--- src/rtl/core/hts_pkg.sv ---
package hts_pkg;

    // scan modes
    localparam logic [3:0] MODE_TEXT    = 4'd0;
    localparam logic [3:0] MODE_PREFIX  = 4'd1;
    localparam logic [3:0] MODE_TAG     = 4'd2;
    localparam logic [3:0] MODE_COMMENT = 4'd3;
    localparam logic [3:0] MODE_STYLE   = 4'd4;
    localparam logic [3:0] MODE_SCRIPT  = 4'd5;
    localparam logic [3:0] MODE_GT      = 4'd6;

    // prefix candidate bits
    localparam int CAND_COMMENT = 0;
    localparam int CAND_STYLE   = 1;
    localparam int CAND_SCRIPT  = 2;

    localparam logic [7:0] CHAR_LT    = 8'h3C;
    localparam logic [7:0] CHAR_GT    = 8'h3E;
    localparam logic [7:0] CHAR_DASH  = 8'h2D;
    localparam logic [7:0] CHAR_SPACE = 8'h20;

    typedef struct packed {
        logic [7:0] in_byte;
        logic       window_last;
    } hts_in_t;

    typedef struct packed {
        logic       char_valid;
        logic [7:0] out_byte;
        logic       window_end;
    } hts_out_t;

    typedef struct packed {
        logic [3:0] scan_mode;
        logic [2:0] match_progress;
        logic [2:0] prefix_alive;
        logic       last_was_space;
    } hts_state_t;

    localparam hts_state_t STATE_RESET = '{
        scan_mode:      MODE_TEXT,
        match_progress: 3'd0,
        prefix_alive:   3'd0,
        last_was_space: 1'b0
    };

    function automatic logic [7:0] fold(input logic [7:0] b);
        if (b >= 8'h41 && b <= 8'h5A) begin
            return b + 8'd32;
        end
        return b;
    endfunction

    function automatic logic is_collapse_space(input logic [7:0] b);
        return (b == 8'h20) || (b >= 8'h09 && b <= 8'h0D);
    endfunction

    function automatic logic is_skip_space(input logic [7:0] b);
        return (b == 8'h20) || (b == 8'h09) || (b == 8'h0A) || (b == 8'h0D);
    endfunction

    // pattern characters; only read where the index is in range
    function automatic logic [7:0] comment_open_char(input logic [2:0] p);
        case (p)
            3'd0:    return 8'h21; // !
            default: return CHAR_DASH;
        endcase
    endfunction

    function automatic logic [7:0] style_open_char(input logic [2:0] p);
        case (p)
            3'd0:    return 8'h73; // s
            3'd1:    return 8'h74; // t
            3'd2:    return 8'h79; // y
            3'd3:    return 8'h6C; // l
            default: return 8'h65; // e
        endcase
    endfunction

    function automatic logic [7:0] script_open_char(input logic [2:0] p);
        case (p)
            3'd0:    return 8'h73; // s
            3'd1:    return 8'h63; // c
            3'd2:    return 8'h72; // r
            3'd3:    return 8'h69; // i
            3'd4:    return 8'h70; // p
            default: return 8'h74; // t
        endcase
    endfunction

    function automatic logic [7:0] style_close_char(input logic [2:0] p);
        case (p)
            3'd0:    return CHAR_LT;
            3'd1:    return 8'h2F; // /
            default: return style_open_char(p - 3'd2);
        endcase
    endfunction

    function automatic logic [7:0] script_close_char(input logic [2:0] p);
        case (p)
            3'd0:    return CHAR_LT;
            3'd1:    return 8'h2F; // /
            default: return script_open_char(p - 3'd2);
        endcase
    endfunction

endpackage

--- src/rtl/core/hts_step.sv ---
module hts_step
    import hts_pkg::*;
(
    input  hts_state_t state_cur,
    input  hts_in_t    item_in,
    output hts_state_t state_next,
    output hts_out_t   item_out
);

    logic [7:0] b;
    logic [7:0] lb;
    logic [2:0] p;
    logic [2:0] alive;
    logic       close_hit;
    logic       close_done;
    hts_state_t st;

    assign b  = item_in.in_byte;
    assign lb = fold(item_in.in_byte);
    assign p  = state_cur.match_progress;

    // surviving prefix candidates after this byte
    always_comb begin
        alive = state_cur.prefix_alive;
        if (!(p < 3'd3 && b == comment_open_char(p))) begin
            alive[CAND_COMMENT] = 1'b0;
        end
        if (!(p < 3'd5 && lb == style_open_char(p))) begin
            alive[CAND_STYLE] = 1'b0;
        end
        if (!(p < 3'd6 && lb == script_open_char(p))) begin
            alive[CAND_SCRIPT] = 1'b0;
        end
    end

    // closing tag match for style and script blocks
    always_comb begin
        if (state_cur.scan_mode == MODE_STYLE) begin
            close_hit  = (p < 3'd7) && (lb == style_close_char(p));
            close_done = (p == 3'd6);
        end else begin
            close_hit  = (lb == script_close_char(p));
            close_done = (p == 3'd7);
        end
    end

    always_comb begin
        st       = state_cur;
        item_out = '0;
        item_out.window_end = item_in.window_last;

        unique case (state_cur.scan_mode)
            MODE_PREFIX: begin
                if (!(p == 3'd0 && is_skip_space(b))) begin
                    if (alive[CAND_COMMENT] && p == 3'd2) begin
                        st.scan_mode      = MODE_COMMENT;
                        st.match_progress = 3'd0;
                        st.prefix_alive   = 3'd0;
                    end else if (alive[CAND_STYLE] && p == 3'd4) begin
                        st.scan_mode      = MODE_STYLE;
                        st.match_progress = 3'd0;
                        st.prefix_alive   = 3'd0;
                    end else if (alive[CAND_SCRIPT] && p == 3'd5) begin
                        st.scan_mode      = MODE_SCRIPT;
                        st.match_progress = 3'd0;
                        st.prefix_alive   = 3'd0;
                    end else if (alive == 3'd0) begin
                        st.scan_mode      = (b == CHAR_GT) ? MODE_TEXT : MODE_TAG;
                        st.match_progress = 3'd0;
                        st.prefix_alive   = 3'd0;
                    end else begin
                        st.match_progress = p + 3'd1;
                        st.prefix_alive   = alive;
                    end
                end
            end
            MODE_TAG, MODE_GT: begin
                if (b == CHAR_GT) begin
                    st.scan_mode = MODE_TEXT;
                end
            end
            MODE_COMMENT: begin
                if (b == CHAR_DASH) begin
                    if (p < 3'd2) begin
                        st.match_progress = p + 3'd1;
                    end
                end else if (b == CHAR_GT && p >= 3'd2) begin
                    st.scan_mode      = MODE_TEXT;
                    st.match_progress = 3'd0;
                end else begin
                    st.match_progress = 3'd0;
                end
            end
            MODE_STYLE, MODE_SCRIPT: begin
                if (close_hit) begin
                    if (close_done) begin
                        st.scan_mode      = MODE_GT;
                        st.match_progress = 3'd0;
                    end else begin
                        st.match_progress = p + 3'd1;
                    end
                end else begin
                    st.match_progress = {2'b00, b == CHAR_LT};
                end
            end
            default: begin
                st.scan_mode = MODE_TEXT;
                if (b == CHAR_LT) begin
                    st.scan_mode      = MODE_PREFIX;
                    st.match_progress = 3'd0;
                    st.prefix_alive   = 3'b111;
                end else if (is_collapse_space(b)) begin
                    if (!state_cur.last_was_space) begin
                        st.last_was_space   = 1'b1;
                        item_out.char_valid = 1'b1;
                        item_out.out_byte   = CHAR_SPACE;
                    end
                end else begin
                    item_out.char_valid = 1'b1;
                    item_out.out_byte   = b;
                    st.last_was_space   = 1'b0;
                end
            end
        endcase

        // window end drops every open match
        state_next = item_in.window_last ? STATE_RESET : st;
    end

endmodule

--- src/rtl/core/html_tag_stripper.sv ---
// Streaming markup stripper: one text byte in per item, one result out per item.
// Comments, style and script blocks and plain tags are dropped, whitespace runs
// outside markup become one space, and the window-last byte returns the scanner
// to its reset state. An item is accepted every clock cycle while the output
// register is empty or being drained; its result appears in the output register
// in the cycle after acceptance, and throughput is one item per cycle, set by
// the single scanner state register updated on each accepted byte.
module html_tag_stripper
    import hts_pkg::*;
(
    input  logic     aclk,
    input  logic     aresetn,
    input  logic     s_valid,
    output logic     s_ready,
    input  hts_in_t  s_data,
    output logic     m_valid,
    input  logic     m_ready,
    output hts_out_t m_data
);

    hts_state_t state_reg;
    hts_state_t state_next;
    hts_out_t   out_next;
    hts_out_t   out_reg;
    logic       valid_reg;
    logic       accept;

    assign s_ready = !valid_reg || m_ready;
    assign accept  = s_valid && s_ready;

    hts_step u_step (
        .state_cur  (state_reg),
        .item_in    (s_data),
        .state_next (state_next),
        .item_out   (out_next)
    );

    always_ff @(posedge aclk) begin
        if (!aresetn) begin
            state_reg <= STATE_RESET;
            valid_reg <= 1'b0;
        end else begin
            if (accept) begin
                state_reg <= state_next;
                valid_reg <= 1'b1;
            end else if (m_ready) begin
                valid_reg <= 1'b0;
            end
        end
    end

    always_ff @(posedge aclk) begin
        if (accept) begin
            out_reg <= out_next;
        end
    end

    assign m_valid = valid_reg;
    assign m_data  = out_reg;

endmodule

--- config.mk ---
export PLATFORM = sky130hd
export DESIGN_NAME = html_tag_stripper
export DESIGN_NICKNAME = d
export VERILOG_FILES = /design/src/rtl/core/hts_pkg.sv /design/src/rtl/core/hts_step.sv /design/src/rtl/core/html_tag_stripper.sv
export SDC_FILE = /design/constraint.sdc
export NUM_CORES = 1
export LEC_CHECK = 0
export ABC_AREA = 1
export BUFFER_PORTS_ARGS = -buffer_cell sky130_fd_sc_hd__buf_2
export CELL_PAD_IN_SITES_DETAIL_PLACEMENT = 1
export CELL_PAD_IN_SITES_GLOBAL_PLACEMENT = 2
export CORE_MARGIN = 1.5
export CORE_UTILIZATION = 32
export CTS_BUF_LIST = sky130_fd_sc_hd__clkbuf_16
export DETAILED_ROUTE_END_ITERATION = 10
export PLACE_DENSITY_LB_ADDON = 0.1
export SLEW_MARGIN = 20
export SYNTH_ARGS = -nofsm -noshare
export SYNTH_HDL_FRONTEND = slang
export SYNTH_SLANG_ARGS = --single-unit
--- constraint.sdc ---
create_clock -name aclk -period 3.4 [get_ports aclk]
set_clock_uncertainty 0.15 [all_clocks]
set_input_delay 0.34 -clock aclk [delete_from_list [all_inputs] [get_ports aclk]]
set_output_delay 0.34 -clock aclk [all_outputs]
set_load 0.03 [all_outputs]
Word level (Yosys, flattened, before mapping) --
Cells that the tools add are included.
Storage, ports and cells: input bits 13, output and inout port bits 12, flip-flop bits (word level) 22
Operators by class: mux-type cells 45, $lt $le $gt $ge 10, reductions and logical operators 33, add/sub/neg operators 3, eq/ne operators 41
Operator list (count):
- 5-bit one-hot mux with 5 select lines | 2
- 10-bit two-way mux | 4
- 5-bit one-hot mux with 4 select lines | 2
- 8-bit by 6-bit == test with 1-bit output (second input constant) | 4
- 8-bit two-way mux | 4
- 8-bit one-hot mux with 2 select lines | 2
- 4-bit two-way mux | 7
- 8-bit by 4-bit == test with 1-bit output (second input constant) | 3
- 9-bit two-way mux | 2
- 8-bit by 7-bit == test with 1-bit output | 2
- 8-bit == test | 2
- 4-bit one-hot mux with 4 select lines | 1
- 3-bit == test (second input constant) | 5
- 3-bit by 2-bit == test with 1-bit output (second input constant) | 4
- 4-bit by 3-bit == test with 1-bit output (second input constant) | 3
- 1-bit logical AND | 12
- 3-bit two-way mux | 4
- 3-bit by 2-bit inequality test with 1-bit output (second input constant) | 4
- 3-bit one-hot mux with 4 select lines | 1
- 1-bit two-way mux | 11
- 11-bit two-way mux | 1
- 3-bit zero test | 3
- 3-bit < comparator (second input constant) | 3
- 8-bit by 6-bit adder with 8-bit output (second input constant) | 1
- 34 further kinds | 45

Longest topological paths before layout --
Gate-level depths: netlist of run 1.
depth after elaboration 15, depth in mapped cells 20, mapped depth without buffers 20

Modules after synthesis --
From an unflattened synthesis of run 1, not the netlist that was laid out.
Unflattened totals: cell total of the unflattened synthesis 439, area, all modules 2582.5 µm²
Modules (own cells, without submodules):
- hts_step | cells each 352, area an instance 1732.9 µm², instances 1, sequential area each 0.0 µm²
- html_tag_stripper | cells each 87, area an instance 849.6 µm², instances 1, sequential area each 540.5 µm²

Worst setup path after synthesis of run 1 --
No wires, ideal clock.
path type reg2reg, from reg state_reg[5] (netlist name), to reg state_reg[7] (netlist name), setup slack 946 ps, buffers on the path 1, cell stages (with the launch flop) 20, arrival time 2187 ps, path through dfxtp_1 -> inv_1 -> ha_1 -> inv_1 -> buf_2 -> nand3_1 -> nand3_1 -> nand2_1 -> nor2_1 -> nand3_1 -> nand2_1 -> nand2_1 -> nor2_2 -> nand3_2 -> nand2_2 -> nand2_2 -> nor2_4 -> nor2_2 -> nor2_1 -> nor2_1
On the way: longest elaborated chain between the ends 12, elaborated cells between the ends (all ways) 60, classes of those cells 1 x add/sub; 5 x order compare; 21 x eq/ne; 20 x mux; 13 x reduce/logical
Ends and longest elaborated chain:
- start, declared | line html_tag_stripper.sv:21 | hts_state_t state_reg;
- start signal, assigned | line html_tag_stripper.sv:44 | state_reg <= state_next;
- branches (longest 12 deep; another with 3-bit by 2-bit subtractor with 3-bit output)
Parallel ways; which one is timed is not known. The select of a mux whose other input is x is not followed. A chain may end at the register's enable or synchronous reset.

Worst setup path in the final report of run 1 --
Same ends and word-level chain as after synthesis.

==> run_results.csv, run 1 <==
group,metric,value,unit
cells_and_area,regArea,520,µm²
worst_setup_path,max_stage_delay,0.41,ns
grt,grt-ovfl-total,0,
worst_setup_path,crit_path_start,"state_reg[5]",
worst_setup_path,rr_worst_depth,18,
cells_and_area,multi_input_area,0.00162,mm²
power_and_ir_drop,vdd_drop_max,0.000169,V
job,cap_violations,0,
clock_network,htree_levels,1,
sta,timing.setup.tns,0,ns
clock_network,insertion_delay,0.26,ns
sta,rsz0062_at_grt,"no",
synth,synth_warnings,0,
floorplanning,core-area,0.00729,mm²
sta,min_period,3.06,ns
status,status,"finished, final reports clean",
clock_network,cts_tree,"built",
worst_setup_path,cp.arrival,3.10,ns
worst_setup_path,worst-setup-path-type,"reg2reg",
floorplanning,start_util,33.1,%
worst_setup_path,cp-start-kind,"flop",
routing,wl,7980,µm
clock_network,clk_pin_slew,0.06,ns
worst_setup_path,crit_fanout,12,
placed_design,dp.final_hpwl,6540,µm
routing,drc_errors,0,
synth,avgSynthCellArea,6.20,µm²
floorplanning,die_h,89.8,µm
cells_and_area,layout_common_cells,"nand2_1, inv_1, nor2_1",
floorplanning,die_x,89.8,µm
floorplanning,io_pins,25,
cells_and_area,layout_commonest_cell,"nand2_1",
synth,syn_area,0.00241,mm²
routing,detail_route.iter0.violations,72,
routing,vias,2540,
cells_and_area,area_delta_synth_final,12.1,%
sta,hold_viol_final,0,
hold_path,min_path_cells,3,
clock_network,clk_path_buf_depth,2,
grt,grt_pass1_wl,13400,µm
sta,fmax,327,MHz
power_and_ir_drop,leakagePower,0.00124,µW
power_and_ir_drop,power_density,286,mW/mm²
worst_setup_path,worstReg2RegStart,"state_reg[5]",
routing,drtPass1Iterations,4,
sta,timing.hold.ws,0.170,ns
hold_path,hp-start,"aresetn",
sta,max_slew_margin,52.7,%
floorplanning,rows,31,
synth,synth.distinct_cells,37,
grt,antenna_found_initial,0,
synth,synth_nets,414,
routing,wl_met3,180,µm
synth,ys_seq_elements,21,
sta,finalSetupViolCount,0,
sta,fin_crit_sh,89.9,%
cells_and_area,drive_gt1_share,20.1,%
routing,drtAntennaViolNets,0,
synth,netlist_top_cells_area,"nand2_1, edfxtp_1, dfxtp_1",
cells_and_area,fillers,1048,
routing,vias_per_cell,4.96,
routing,post_drt_wl_per_cell,15.6,µm
cells_and_area,diodes,0,
worst_setup_path,required,3.45,ns
clock_network,cts_hold_buf,0,
grt,grt.total_usage,20.7,%
sta,final-max-slew-violation-count,0,
worst_setup_path,cpMaxStageDelayCell,"dfxtp_1",
worst_setup_path,cp_common_cell,"nand2_1",
placed_design,routabilityCongestion,0.834,
floorplanning,dieArea,0.00807,mm²
synth,synth_top_area_cell,"nand2_1",
cells_and_area,layout.nets,439,
routing,met2_length,3860,µm
worst_setup_path,cp-end-kind,"flop",
sta,worstMarginPinSlew,0.704,ns
worst_setup_path,cp_cell_sequence,"inv_1 -> ha_1 -> clkinvlp_4 -> nand2_1 -> nand3_1 -> nand2_1 -> inv_1 -> nor2_1 -> nand2_1 -> nor2_2 -> nand2_1 -> nand3_2 -> nand3_2 -> nor2_4 -> nor2_4 -> nor2_2 -> nor2_1 -> nor2_1",
grt,grt_max_degree,14,
hold_path,min_path_type,"in2reg",
routing,met1_length,3890,µm
synth,synth_cells,389,
clock_network,cts-root-buf,"clkbuf_16",
placed_design,io_buffers,24,
clock_network,clock_sink_count,21,
synth,ys_seq_area_share,21.6,%
clock_network,cts_buffers,3,
routing,top_layer,"met4",
synth,synth_top_area_share,17.9,%
grt,grt_pass1_vias,2632,
[per-layer routing]
layer	vias up	global-route usage, %
met4	0	2.91
met3	6	3.05
li1	1306	-
met5	-	0
met1	1201	27.2
met2	27	36.7
[critical path: cells and delay by family, from the launching register on]
family                   cells  cell delay (ns)
adder cells (fa/ha/maj)      1             0.34
AND/OR/NAND/NOR             14             1.53
buffers and inverters        3             0.56
flip-flops                   1             0.41
[Yosys cell counts]
cell type  number
o21ai_0        14
a21oi_2         2
nand4_1         6
a211oi_1        1
inv_4           2
nand3b_1        2
nand2_2        12
nor3_2          2
o31ai_1         1
buf_6           2
a21oi_1        15
clkinv_2        3
xor2_1          3
nor2_4          3
nand3_1        36
and2_0          1
nor2_8          1
o2111ai_1       2
edfxtp_1       10
nor2_1         38
nor3_1         11
dfxtp_1        11
o21ai_1         4
ha_1           12
buf_4           1
a41oi_1         1
nand3_2         8
a211oi_4        1
o211ai_1        2
o21ai_2         1
nor2_2          6
buf_2           1
inv_1          45
nand2_4         4
clkinv_1        1
inv_2           9
nand2_1       115
[path summary, 6_finish.rpt]
check / endpoint / slack, ns
max: state_reg[7] / 0.34
min: state_reg[9] / 0.17
max reg2reg: state_reg[7] / 0.34
min reg2reg: state_reg[0] / 0.31
[power by group]
| part | switching [µW] | internal (µW) | total (µW) |
|---|---|---|---|
| Sequential | 6.96 | 283 | 290 |
| Combinational | 161 | 64.2 | 226 |
| Clock | 99.2 | 158 | 258 |
| Total | 268 | 506 | 774 |
[final cells by class]
| cell class | count | share of cell area [%] |
|---|---|---|
| well taps | 99 | 4.58 |
| multi-input cells | 304 | 60.0 |
| clock inverters | 1 | 0.185 |
| repair buffers | 24 | 4.44 |
| flip-flops and latches | 21 | 19.2 |
| clock buffers | 3 | 2.77 |
| inverters | 60 | 8.78 |
[metrics by stage]
| stage | util [%] | std cells | setup WS [ns] | instance area [µm²] | total power, µW |
|---|---|---|---|---|---|
| floorplan | - | 389 | 0.946 | 2410 | 459 |
| global placement | 36.0 | 508 | 0.382 | 2620 | 519 |
| detailed placement | 36.0 | 508 | 0.347 | 2620 | 522 |
| CTS | 37.1 | 512 | 0.270 | 2700 | 779 |
| global route | 37.1 | 512 | 0.0280 | 2710 | 811 |
| finish | 37.1 | 512 | 0.342 | 2710 | 774 |
[kinds of logic (layout without fill, tap and decap cells)]
family                     after synthesis  count (layout)  synth area share (%)
DFF                                     21              21                  21.6
AOI/OAI and AO/OA                       44              44                  11.1
xor gates and xnor gates                 3               3                  1.09
and+or+nand+nor                        245             245                  48.9
buffers and inverters                   64              88                  11.1
adders and majority gates               12              12                  6.22
[timing repair]
action | CTS | global route
buffers inserted | 0 | 0
resized for setup | 0 | 1
setup endpoints to repair | 0 | 3
Note: power is estimated with default switching activity, not from simulation.
==> inputs of run 2 (changes only) <==
--- a/config.mk
+++ b/config.mk
@@ -9,7 +9,7 @@
 export BUFFER_PORTS_ARGS = -buffer_cell sky130_fd_sc_hd__buf_2
 export CELL_PAD_IN_SITES_DETAIL_PLACEMENT = 1
 export CELL_PAD_IN_SITES_GLOBAL_PLACEMENT = 2
-export CORE_MARGIN = 1.5
+export CORE_MARGIN = 8
 export CORE_UTILIZATION = 32
 export CTS_BUF_LIST = sky130_fd_sc_hd__clkbuf_16
 export DETAILED_ROUTE_END_ITERATION = 10
==> run 2 against run 1 <==
Compared with the run above:
- via count is essentially flat
- setup slack worse by 0.040 ns
- sequential share of layout area hardly changed
- register-to-register slack lost 0.04 ns
- critical path depth is 1 lower
- routed wire length grew 0.58%
- total power fell by 0.64%
- combinational power is essentially flat
- critical endpoint unchanged
- largest cell class unchanged
- largest power group unchanged
==> run_results.csv, run 2 (synthesized netlist as in run 1, its figures left out) <==
group,metric,value,unit
status,status,"finished, final reports clean",
routing,vias_per_cell,4.96,
clock_network,cts_setup_buffers,0,
worst_setup_path,cp.arrival,3.14,ns
cells_and_area,regArea,520,µm²
clock_network,cts-root-buf,"clkbuf_16",
placed_design,dp.final_hpwl,6710,µm
worst_setup_path,worst-setup-path-type,"reg2reg",
clock_network,clock_sink_count,21,
power_and_ir_drop,leakagePower,0.00125,µW
cells_and_area,fin_util,37.1,%
clock_network,clk_path_buf_depth,2,
grt,antenna_found_initial,0,
clock_network,cts_hold_buf,0,
hold_path,hp-start,"aresetn",
grt,grt-busiest-layer,"met2",
grt,grt.total_usage,16.1,%
clock_network,cts_tree,"built",
sta,fmax,323,MHz
cells_and_area,fillers,999,
grt,grtUsageMet3,2.23,%
sta,rsz0062_at_grt,"no",
worst_setup_path,rr_worst_depth,17,
routing,drtAntennaViolNets,0,
sta,finalSetupViolCount,0,
worst_setup_path,cp-start-kind,"flop",
clock_network,cts_buffers,3,
hold_path,min_path_type,"in2reg",
floorplanning,start_util,33.1,%
routing,drc_errors,0,
worst_setup_path,reg2reg_to,"state_reg[7]",
routing,wl,8020,µm
sta,max_slew_margin,54.2,%
cells_and_area,diodes,0,
floorplanning,die_h,103,µm
hold_path,whs_endpoint,"state_reg[9]",
floorplanning,die_x,103,µm
cells_and_area,layout_commonest_cell,"nand2_1",
worst_setup_path,crit_fanout,12,
grt,grt_pass1_wl,13300,µm
routing,detail_route.iter0.violations,70,
clock_network,cts_resized,0,
placed_design,io_buffers,24,
hold_path,min_path_cells,3,
floorplanning,rows,31,
cells_and_area,area_delta_synth_final,12.0,%
cells_and_area,multi_input_area,0.00162,mm²
worst_setup_path,rrSetupSlack,0.30,ns
cells_and_area,layout.nets,439,
worst_setup_path,worstReg2RegStart,"state_reg[5]",
sta,worstMarginPinSlew,0.682,ns
clock_network,htree_levels,1,
cells_and_area,drive_gt1_share,19.9,%
worst_setup_path,cp-end-kind,"flop",
floorplanning,io_pins,25,
worst_setup_path,required,3.44,ns
routing,post_drt_wl_per_cell,15.7,µm
sta,fin_crit_sh,91.1,%
grt,grt_util_met2,28.5,%
job,cap_violations,0,
sta,final-max-slew-violation-count,0,
clock_network,clk_pin_slew,0.06,ns
floorplanning,dieArea,0.0106,mm²
clock_network,insertion_delay,0.26,ns
cells_and_area,layout_common_cells,"nand2_1, inv_1, nor2_1",
power_and_ir_drop,power_density,284,mW/mm²
power_and_ir_drop,vdd_drop_max,0.000159,V
placed_design,routabilityCongestion,0.883,
floorplanning,core-area,0.00729,mm²
routing,vias,2542,
sta,min_period,3.10,ns
routing,drtPass1Iterations,4,
sta,hold_viol_final,0,
grt,gr-usage-met1,20.6,%
grt,grt_pass1_vias,2586,
grt,grt_max_degree,14,
sta,timing.setup.tns,0,ns
grt,grt-ovfl-total,0,
==> run 2: cell count changes in the layout (fill, tap and decap cells not counted), sizes merged <==
cell / change
clkinvlp: -1
inv: +1
==> run 2: cell type report <==
class / count / share of cell area, %
Clock inverter: 1 / 0.185
Tap cell: 99 / 4.58
Sequential cell: 21 / 19.3
Multi-Input combinational cell: 304 / 60.1
Timing Repair Buffer: 24 / 4.44
Inverter: 60 / 8.66
Clock buffer: 3 / 2.78
==> run 2: worst max-delay path by stage <==
stage                       startpoint      endpoint  slack [ns]  depth (start not counted)
final                     state_reg[5]  state_reg[7]        0.30                         17
after global routing      state_reg[5]  state_reg[4]       0.009                         17
after CTS                 state_reg[5]  state_reg[7]        0.34                         17
after detailed placement  state_reg[5]  state_reg[7]        0.36                         17
after global placement    state_reg[5]  state_reg[7]        0.37                         17
after floorplan           state_reg[5]  state_reg[7]        0.95                         19
==> run 2: per-layer routing <==
metal / vias up / routed length (µm)
li1: 1300 / -
met3: 8 / 219
met5: - / 0
met1: 1208 / 3910
met2: 26 / 3820
met4: 0 / 74
==> run 2: critical path, cell delays in order (launching register included) <==
cell and delay [ns]:
dfxtp_1 0.52, inv_1 0.22, ha_1 0.31, inv_1 0.28, nand2_1 0.18, nand3_1 0.12
nand3_1 0.07, nor2_1 0.13, nand2_1 0.09, nor2_2 0.19, nand2_1 0.13, nand3_2 0.14
nand3_2 0.11, nor2_4 0.14, nor2_4 0.06, nor2_2 0.07, nor2_1 0.05, nor2_1 0.06
==> run 2: where the power goes <==
part | internal, µW | switching, µW
Sequential | 283 | 6.69
Combinational | 64.4 | 162
Clock | 158 | 93.7
Total | 506 | 263
==> run 2: through the flow <==
stage	power [µW]	worst slack (ns)	area [µm²]	hold WS, ns	cells
final	769	0.302	2700	0.173	512
after global routing	814	0.00941	2700	0.191	512
after CTS	776	0.340	2700	0.175	512
after detailed placement	523	0.365	2620	0.302	508
after global placement	521	0.371	2620	0.303	508
after floorplan	459	0.946	2410	0.282	389
